## config.mk

```make
export PLATFORM = sky130hd
export DESIGN_NAME = ir_key_press_release_tracker
export DESIGN_NICKNAME = d
export VERILOG_FILES = /design/src/irkt_pkg.sv /design/src/irkt_cell.sv /design/src/ir_key_press_release_tracker.sv
export SDC_FILE = /design/constraint.sdc
export NUM_CORES = 2
export LEC_CHECK = 0
export BUFFER_PORTS_ARGS = -buffer_cell sky130_fd_sc_hd__buf_2
export CORE_MARGIN = 8
export CORE_UTILIZATION = 45
export CTS_BUF_LIST = sky130_fd_sc_hd__clkbuf_2 sky130_fd_sc_hd__clkbuf_4 sky130_fd_sc_hd__clkbuf_8
export DETAILED_ROUTE_END_ITERATION = 7
export GPL_TIMING_DRIVEN = 0
export PLACE_DENSITY_LB_ADDON = 0.3
export SLEW_MARGIN = 30
export SYNTH_ARGS = -nofsm -noshare
export SYNTH_HDL_FRONTEND = slang
export SYNTH_HIERARCHICAL = 1
export SYNTH_SLANG_ARGS = --single-unit
```

## constraint.sdc

```tcl
create_clock -name i_clk -period 6.3 [get_ports i_clk]
set_input_delay 0.315 -clock i_clk [delete_from_list [all_inputs] [get_ports i_clk]]
set_output_delay 0.315 -clock i_clk [all_outputs]
set_load 0.005 [all_outputs]
```

## src/irkt_pkg.sv

```systemverilog
// ----------------------------------------------------------------------------
// irkt_pkg
// Shared types and constants of the ir key press / release tracker.
// ----------------------------------------------------------------------------
package irkt_pkg;

    // widest slot index, enough for the largest supported table of 64 slots
    localparam int SLOT_IDX_W = 6;
    localparam int CNT_W      = SLOT_IDX_W + 1;

    localparam logic [31:0] REPEAT_MARK     = 32'hFFFF_FFFF;
    localparam logic [15:0] RESET_TIMEOUT   = 16'd200;
    localparam logic [15:0] QUIET_MAX       = 16'hFFFF;

    // item kinds
    localparam logic [2:0] KIND_TICK        = 3'd0;
    localparam logic [2:0] KIND_FRAME       = 3'd1;
    localparam logic [2:0] KIND_SET_PRESS   = 3'd2;
    localparam logic [2:0] KIND_SET_RELEASE = 3'd3;
    localparam logic [2:0] KIND_QUERY       = 3'd4;

    // result event codes
    localparam logic [1:0] EV_NONE          = 2'd0;
    localparam logic [1:0] EV_PRESS         = 2'd1;
    localparam logic [1:0] EV_RELEASE       = 2'd2;
    localparam logic [1:0] EV_DROPPED       = 2'd3;

    typedef logic [SLOT_IDX_W-1:0] t_slot_idx;

    // search token that walks the row of cells
    typedef struct packed {
        logic      active;
        logic      found;
        t_slot_idx idx;
    } t_probe;

    // table write, broadcast to all cells
    typedef struct packed {
        logic        set_code;
        logic        set_press;
        logic        set_rel;
        t_slot_idx   idx;
        logic [31:0] code;
        logic        press;
        logic        rel;
    } t_cell_wr;

endpackage

```

## src/irkt_cell.sv

```systemverilog
// ----------------------------------------------------------------------------
// irkt_cell
// One table slot: code, press and release enables, and one stage of the
// search token that walks the row.
// ----------------------------------------------------------------------------
module irkt_cell import irkt_pkg::*; #(
    parameter t_slot_idx CELL_IDX = '0
) (
    input  logic              i_clk,
    input  logic              i_rst_n,
    input  logic [31:0]       i_key,
    input  logic [CNT_W-1:0]  i_used,
    input  t_probe            i_probe,
    output t_probe            o_probe,
    input  t_cell_wr          i_wr,
    output logic              o_press_en,
    output logic              o_rel_en
);

    logic [31:0] r_code;
    logic        r_press;
    logic        r_rel;
    t_probe      r_probe;
    t_probe      n_probe;
    logic        w_hit;
    logic        w_sel;

    // first live slot holding the key claims the token
    always_comb begin
        w_hit = i_probe.active && !i_probe.found
                && (CNT_W'(CELL_IDX) < i_used) && (r_code == i_key);
        n_probe.active = i_probe.active;
        n_probe.found  = i_probe.found | w_hit;
        n_probe.idx    = w_hit ? CELL_IDX : i_probe.idx;
    end

    // only the token's active bit needs a reset
    always_ff @(posedge i_clk) begin
        if (!i_rst_n) begin
            r_probe.active <= 1'b0;
        end else begin
            r_probe.active <= n_probe.active;
        end
        r_probe.found <= n_probe.found;
        r_probe.idx   <= n_probe.idx;
    end

    assign w_sel = (i_wr.idx == CELL_IDX);

    always_ff @(posedge i_clk) begin
        if (w_sel && i_wr.set_code) begin
            r_code <= i_wr.code;
        end
        if (w_sel && i_wr.set_press) begin
            r_press <= i_wr.press;
        end
        if (w_sel && i_wr.set_rel) begin
            r_rel <= i_wr.rel;
        end
    end

    assign o_probe    = r_probe;
    assign o_press_en = r_press;
    assign o_rel_en   = r_rel;

endmodule

```

## src/ir_key_press_release_tracker.sv

```systemverilog
// ----------------------------------------------------------------------------
// ir_key_press_release_tracker
// Turns decoded ir remote codes and millisecond ticks into press and release
// events, using a row of slot cells searched by a token that moves one cell
// per cycle.
// ----------------------------------------------------------------------------
//  channel   direction  handshake            payload
//  in        slave      i_valid / o_ready    i_kind, i_key_code, i_handler_on
//  out       master     o_valid / i_ready    o_event_res, o_slot, o_action_code,
//                                            o_held_code, o_released_match
//  cfg       slave      i_cfg_we             i_cfg_wdata (release timeout, ms)
//
//  ticks, queries and repeat frames go from accept straight to the finish state
//  frames and registrations first search: the search token walks
//  the SLOTS cells one per cycle before the table is read or written
//  one transaction is worked on at a time; a new one is taken as soon as the
//  previous result is in the output register, even if it is still waiting
//  a stalled output holds the finished transaction in its last state
//  synchronous active-low reset; the table itself is not cleared, only the
//  fill count, so no clearing pass is needed
// ----------------------------------------------------------------------------
module ir_key_press_release_tracker import irkt_pkg::*; #(
    parameter int SLOTS = 32
) (
    input  logic        i_clk,
    input  logic        i_rst_n,
    // input transactions
    input  logic        i_valid,
    output logic        o_ready,
    input  logic [2:0]  i_kind,
    input  logic [31:0] i_key_code,
    input  logic        i_handler_on,
    // result transactions
    output logic        o_valid,
    input  logic        i_ready,
    output logic [1:0]  o_event_res,
    output logic [4:0]  o_slot,
    output logic [31:0] o_action_code,
    output logic [31:0] o_held_code,
    output logic        o_released_match,
    // configuration
    input  logic        i_cfg_we,
    input  logic [15:0] i_cfg_wdata
);

    localparam int IW = (SLOTS > 1) ? $clog2(SLOTS) : 1;
    localparam int CW = $clog2(SLOTS + 1);

    typedef enum logic [2:0] {
        S_IDLE = 3'b001,
        S_SCAN = 3'b010,
        S_FIN  = 3'b100
    } t_state;

    // control
    t_state          r_state, n_state;
    logic            r_inject;
    logic            w_accept;
    logic            w_needs_scan;
    logic            w_commit;

    // current transaction
    logic [2:0]      r_kind;
    logic [31:0]     r_key;
    logic            r_on;
    logic            r_found;
    t_slot_idx       r_found_idx;

    // tracker state
    logic [15:0]     r_timeout;
    logic [CW-1:0]   r_used, n_used;
    logic [IW-1:0]   r_held_slot, n_held_slot;
    logic            r_held_valid, n_held_valid;
    logic [31:0]     r_pressed, n_pressed;
    logic [31:0]     r_released, n_released;
    logic [15:0]     r_quiet, n_quiet;

    // output register
    logic            r_out_valid;
    logic [1:0]      r_event_res, n_event_res;
    logic [4:0]      r_slot, n_slot;
    logic [31:0]     r_action_code, n_action_code;
    logic [31:0]     r_held_code;
    logic            r_released_match, n_released_match;

    // cell row
    t_probe          w_probe [0:SLOTS];
    t_cell_wr        w_wr;
    logic [SLOTS-1:0] w_press_en;
    logic [SLOTS-1:0] w_rel_en;
    logic [15:0]     w_quiet_inc;

    // ------------------------------------------------------------------
    // handshakes
    // ------------------------------------------------------------------
    assign o_ready  = (r_state == S_IDLE);
    assign w_accept = i_valid && o_ready;
    // finish only when the output register is free or being emptied
    assign w_commit = (r_state == S_FIN) && (!r_out_valid || i_ready);

    // frames with a real code and registrations need the table search
    assign w_needs_scan = ((i_kind == KIND_FRAME) && (i_key_code != REPEAT_MARK))
                          || (i_kind == KIND_SET_PRESS)
                          || (i_kind == KIND_SET_RELEASE);

    always_comb begin
        n_state = r_state;
        unique case (r_state)
            S_IDLE: begin
                if (w_accept) begin
                    n_state = w_needs_scan ? S_SCAN : S_FIN;
                end
            end
            S_SCAN: begin
                if (w_probe[SLOTS].active) begin
                    n_state = S_FIN;
                end
            end
            S_FIN: begin
                if (w_commit) begin
                    n_state = S_IDLE;
                end
            end
            default: begin
                n_state = S_IDLE;
            end
        endcase
    end

    always_ff @(posedge i_clk) begin
        if (!i_rst_n) begin
            r_state  <= S_IDLE;
            r_inject <= 1'b0;
        end else begin
            r_state  <= n_state;
            // token enters cell 0 the cycle after accept, once r_key holds the code
            r_inject <= w_accept && w_needs_scan;
        end
    end

    // capture the transaction and the search result
    always_ff @(posedge i_clk) begin
        if (w_accept) begin
            r_kind <= i_kind;
            r_key  <= i_key_code;
            r_on   <= i_handler_on;
        end
        if (w_accept) begin
            r_found <= 1'b0;
        end else if ((r_state == S_SCAN) && w_probe[SLOTS].active) begin
            r_found     <= w_probe[SLOTS].found;
            r_found_idx <= w_probe[SLOTS].idx;
        end
    end

    // ------------------------------------------------------------------
    // row of slot cells
    // ------------------------------------------------------------------
    assign w_probe[0] = '{active: r_inject, found: 1'b0, idx: '0};

    for (genvar g = 0; g < SLOTS; g++) begin : g_cell
        irkt_cell #(
            .CELL_IDX (SLOT_IDX_W'(g))
        ) u_cell (
            .i_clk      (i_clk),
            .i_rst_n    (i_rst_n),
            .i_key      (r_key),
            .i_used     (CNT_W'(r_used)),
            .i_probe    (w_probe[g]),
            .o_probe    (w_probe[g+1]),
            .i_wr       (w_wr),
            .o_press_en (w_press_en[g]),
            .o_rel_en   (w_rel_en[g])
        );
    end

    // ------------------------------------------------------------------
    // finish: state update, table write and result
    // ------------------------------------------------------------------
    assign w_quiet_inc = (r_quiet < QUIET_MAX) ? (r_quiet + 16'd1) : r_quiet;

    always_comb begin
        n_used           = r_used;
        n_held_slot      = r_held_slot;
        n_held_valid     = r_held_valid;
        n_pressed        = r_pressed;
        n_released       = r_released;
        n_quiet          = r_quiet;
        n_event_res      = EV_NONE;
        n_slot           = '0;
        n_action_code    = '0;
        n_released_match = 1'b0;
        w_wr             = '0;

        case (r_kind)
            KIND_TICK: begin
                n_quiet = w_quiet_inc;
                if ((r_pressed != REPEAT_MARK) && (w_quiet_inc > r_timeout)) begin
                    // release event only for a held slot with release enabled
                    if (r_held_valid && w_rel_en[r_held_slot]) begin
                        n_event_res   = EV_RELEASE;
                        // low 5 bits of the held slot
                        n_slot        = 5'(r_held_slot);
                        n_action_code = r_pressed;
                        n_held_valid  = 1'b0;
                    end
                    n_released = r_pressed;
                    n_pressed  = REPEAT_MARK;
                end
            end
            KIND_FRAME: begin
                n_quiet = '0;
                // repeat frames only restart the quiet time
                if (r_key != REPEAT_MARK) begin
                    n_pressed = r_key;
                    if (r_found) begin
                        if (w_press_en[r_found_idx[IW-1:0]]) begin
                            n_event_res   = EV_PRESS;
                            n_slot        = r_found_idx[4:0];
                            n_action_code = r_key;
                        end
                        n_held_slot  = r_found_idx[IW-1:0];
                        n_held_valid = 1'b1;
                    end
                end
            end
            KIND_SET_PRESS, KIND_SET_RELEASE: begin
                if (r_found) begin
                    // known code: update only the addressed mark
                    w_wr.idx       = r_found_idx;
                    w_wr.set_press = w_commit && (r_kind == KIND_SET_PRESS);
                    w_wr.set_rel   = w_commit && (r_kind == KIND_SET_RELEASE);
                    w_wr.press     = r_on;
                    w_wr.rel       = r_on;
                end else if (r_used == CW'(SLOTS)) begin
                    n_event_res = EV_DROPPED;
                end else begin
                    // append, the other mark of a new slot starts off
                    w_wr.idx       = SLOT_IDX_W'(r_used);
                    w_wr.set_code  = w_commit;
                    w_wr.set_press = w_commit;
                    w_wr.set_rel   = w_commit;
                    w_wr.code      = r_key;
                    w_wr.press     = (r_kind == KIND_SET_PRESS) && r_on;
                    w_wr.rel       = (r_kind == KIND_SET_RELEASE) && r_on;
                    n_used         = r_used + CW'(1);
                end
            end
            KIND_QUERY: begin
                if ((r_released != REPEAT_MARK) && (r_key == r_released)) begin
                    n_released_match = 1'b1;
                    n_released       = REPEAT_MARK;
                end
            end
            default: begin
            end
        endcase
    end

    always_ff @(posedge i_clk) begin
        if (!i_rst_n) begin
            r_timeout    <= RESET_TIMEOUT;
        end else if (i_cfg_we) begin
            r_timeout    <= i_cfg_wdata;
        end
    end

    always_ff @(posedge i_clk) begin
        if (!i_rst_n) begin
            r_used       <= '0;
            r_held_slot  <= '0;
            r_held_valid <= 1'b0;
            r_pressed    <= REPEAT_MARK;
            r_released   <= REPEAT_MARK;
            r_quiet      <= '0;
        end else if (w_commit) begin
            r_used       <= n_used;
            r_held_slot  <= n_held_slot;
            r_held_valid <= n_held_valid;
            r_pressed    <= n_pressed;
            r_released   <= n_released;
            r_quiet      <= n_quiet;
        end
    end

    // output register
    always_ff @(posedge i_clk) begin
        if (!i_rst_n) begin
            r_out_valid <= 1'b0;
        end else if (w_commit) begin
            r_out_valid <= 1'b1;
        end else if (i_ready) begin
            r_out_valid <= 1'b0;
        end
    end

    always_ff @(posedge i_clk) begin
        if (w_commit) begin
            r_event_res      <= n_event_res;
            r_slot           <= n_slot;
            r_action_code    <= n_action_code;
            r_held_code      <= n_pressed;
            r_released_match <= n_released_match;
        end
    end

    assign o_valid          = r_out_valid;
    assign o_event_res      = r_event_res;
    assign o_slot           = r_slot;
    assign o_action_code    = r_action_code;
    assign o_held_code      = r_held_code;
    assign o_released_match = r_released_match;

    // ------------------------------------------------------------------
    // assertions
    // ------------------------------------------------------------------
    // a held slot always points into the filled part of the table
    a_held_in_table: assert property (@(posedge i_clk) disable iff (!i_rst_n)
        r_held_valid |-> (CNT_W'(r_held_slot) < CNT_W'(r_used)))
        else $error("held slot beyond fill count");

    // the fill count never passes the table size
    a_used_bound: assert property (@(posedge i_clk) disable iff (!i_rst_n)
        CNT_W'(r_used) <= CNT_W'(SLOTS))
        else $error("fill count beyond table size");

    // the search token leaves the row only while a search is running
    a_probe_in_scan: assert property (@(posedge i_clk) disable iff (!i_rst_n)
        w_probe[SLOTS].active |-> (r_state == S_SCAN))
        else $error("search token outside of a search");

    // a finished transaction waits while the output register is stalled
    a_fin_waits: assert property (@(posedge i_clk) disable iff (!i_rst_n)
        ((r_state == S_FIN) && r_out_valid && !i_ready) |=> (r_state == S_FIN))
        else $error("result overwrote a stalled output");

endmodule

```

==> summary.txt <==
Outcome
  • Status: complete, but fails checks
  • Failing checks: design-rule violations

Critical path
  • Critical path class: flop to flop
  • Top delay family on crit path: simple AND/OR/NAND/NOR gates
  • Crit-path cells: ha_1, and3_1, nand4_1, or3_1, clkbuf_1, clkbuf_1, nand2_1, xnor2_1, ha_1, nand4_1, nor4_2, o21ai_1, a31oi_1, buf_2, buf_2, nand2_1, o21ai_0
  • Slowest CP cell: dfxtp_1
  • CP startpoint kind: flop
  • Largest stage delay, worst path: about 480 ps
  • Required time of the critical path: roughly 7000 ps
  • CP Max Fanout: 10
  • Crit. End Element: flop
  • Worst Path Arrival: around 6000 ps
  • CP bufs+invs: 4

Layout
  • Commonest non-fill, non-tap cell in the layout: edfxtp_1
  • Commonest non-fill, non-tap cells in the layout: 1,202 x edfxtp_1, 858 x xor2_1, 364 x dfxtp_1, 303 x clkbuf_8, 201 x xnor2_1
  • Layout area overhead: 20.1%
  • Share of post-route cells with drive strength above 1: a little over a fifth
  • Final net count: 5,126
  • Final core occ: 54.3%

Drt
  • ANT nets after route: 0
  • Drt first pass iters: 8
  • WL final: 215 mm
  • Via count: 42,400
  • Initial drt markers: approximately 4,800
  • WL/cell: 29.9 µm
  • Drc violations: 1
  • Via density: roughly 6

Synthesis
  • Most used DFF post-synth: edfxtp_1
  • Asr flop ratio synth: 0%
  • Post-synth EDFFs: 1,202
  • Mean Syn Cell Area: 15.0 µm²
  • Post-Synthesis Cell Area: 65,000 µm²
  • Synth Register Bits: around 1,600
  • Post-synth top area cell: edfxtp_1
  • Seq/Total Area, Yosys: 67.0%
  • Number of distinct library cells after synthesis: 98
  • YS warnings: 6
  • Syn Inst Count: 4,331
  • Share of the synthesized area in the top cell type: 55.6%
  • Synth area leaders: edfxtp_1 56%, xor2_1 12%, dfxtp_1 11%

Clocking
  • H-tree depth: 4
  • CTS Sinks: 1,572
  • Worst-skew pair later-pin latency: 970 ps
  • Reg clk slew, reported paths: 80 ps
  • Root buffer cell: clkbuf_8
  • Clock Path Buffers: 3
  • Cts repair resizes: 0
  • CTS buffer count: between 200 and 250
  • CTS tree: done

Hold path
  • Hold Path Class: input port to flop

Timing
  • Tmin final: 5260 ps
  • Setup TNS: 0 ps
  • Final Cycle Share: 83.4%
  • Worst Clk Skew: 55.3 ps
  • Fmax: 0.190 GHz
  • Relative slew margins: 31.9%
  • Slew Limit Fails: 0
  • RSZ-0062 raised after global routing: false
  • Setup violators final: 0
  • Slew @ Worst Pin: slightly above 1000 ps
  • Final Hold Viols: 0

Place
  • Post-detail-place hpwl: roughly 140 mm
  • RD Place Congestion: approximately 0.86
  • I/O Buffers: 129

Global routing
  • Total global-route track usage: approximately a quarter
  • Initial antenna violation count: 16
  • First-pass GRT wire length: 299 mm
  • Vias in the first global route: a little over 40,000
  • Total congestion overflow: 0
  • Largest net degree at the start of global routing: 42

Die
  • Die Height: 396 µm
  • Total die area: 157,000 µm²
  • Io pins: 131
  • Starting Density: between 40% and 50%
  • Die Width: 396 µm
  • Rows: 139
  • Core Box Area: 143,000 µm²

Pwr
  • Maximum VDD drop: 202 µV
  • Pwr dens: 284 nW/µm²
  • Lkg Pwr: 27.8 nW

Job
  • Max-cap violations: 0
## registers in the layout, indices dropped and copies added (netlist names), 5 cells and up
signal / count
o_slot: 5
r_used: 6
g_cell.u_cell/r_code: 1024
g_cell.u_cell/o_press_en: 32
r_held_slot: 5
r_released: 32
g_cell.u_cell/o_probe: 256
r_quiet: 16
r_key: 32
r_timeout: 16
r_found_idx: 6
o_held_code: 32
o_action_code: 32
r_pressed: 32
g_cell.u_cell/o_rel_en: 32
## final cells by class
cell class	instances	area, µm²
Antenna cell	4	10.0
Buffer	58	342
Clock buffer	383	4770
Clock inverter	73	492
Fill cell	11400	65500
Inverter	77	292
Multi-Input combinational cell	2663	21200
Sequential cell	1572	43500
Tap cell	1903	2380
Timing Repair Buffer	437	4960
## layer usage
layer	track usage, %	wire length, µm
met1	33.6	80400
met2	43.4	101000
met3	5.56	21400
met4	12.7	11800
met5	0	0
## cells by family (layout without fill, tap and decap cells)
| logic type | count (synthesis) | count (layout) | share of synthesized area [%] |
|---|---|---|---|
| flops | 1572 | 1572 | 67.0 |
| simple gates | 1051 | 1051 | 10.7 |
| compound gates | 447 | 447 | 5.62 |
| other cells | 1 | 44 | 0.00577 |
| fa+ha+maj | 19 | 19 | 0.366 |
| mux | 47 | 47 | 1.12 |
| xor+xnor | 1059 | 1059 | 14.3 |
| buf+inv | 135 | 1028 | 0.965 |
## what timing repair did
item | 4_1_cts | 5_1_grt
buffers inserted | 0 | 0
hold buffers | 64 | 1
hold endpoints to repair | 63 | 32
## synthesized netlist by cell type, drive strengths merged, types with 7 or more instances
cell and instances:
o311ai 28, a31oi 17, nand2 91, and4 42
a21oi 31, o21ai 24, nor2b 23, and2 159
xnor2 201, nand4 134, dfxtp 370, inv 76
o22ai 10, o31ai 28, mux4 17, nand3 45
nand2b 10, o22a 34, nand4b 13, nor4 221
xor2 858, o31a 92, nor3b 19, clkbuf 31
ha 19, buf 27, a31o 81, nor3 84
a22o 41, or4b 7, nor2 134, edfxtp 1202
nand4bb 10, and3 32, mux2i 26
## power by group
part,switching (mW),total [mW],internal (mW)
registers,0.112,11.4,11.2
logic,1.15,1.78,0.630
clock network,4.08,9.02,4.94
## path summary, 6_finish.rpt
check	start	end	slack (ps)	depth (start not counted)
worst max-delay path	r_quiet[0]	o_slot[4]	1040	17
worst min register to register	g_cell[17].u_cell/o_probe[0]	g_cell[18].u_cell/o_probe[0]	390	2
worst min-delay path	i_key_code[7]	r_key[7]	70	2
worst max register to register	r_quiet[0]	o_slot[4]	1040	17
## through the flow
| stage | std cells | hold WS, ps | power [mW] | setup slack (ps) | cell area [µm²] |
|---|---|---|---|---|---|
| after floorplan | 4370 | 386 | 12.3 | 1750 | 65100 |
| after global placement | 6402 | 390 | 13.0 | -1410 | 68100 |
| after detailed placement | 6645 | 393 | 13.3 | 1390 | 72100 |
| after CTS | 7165 | 9.92 | 22.2 | 1320 | 78000 |
| after global routing | 7168 | 51.4 | 22.7 | 792 | 78000 |
| final | 7170 | 71.7 | 22.2 | 1040 | 78000 |
Power figures use the tool's default switching activity.
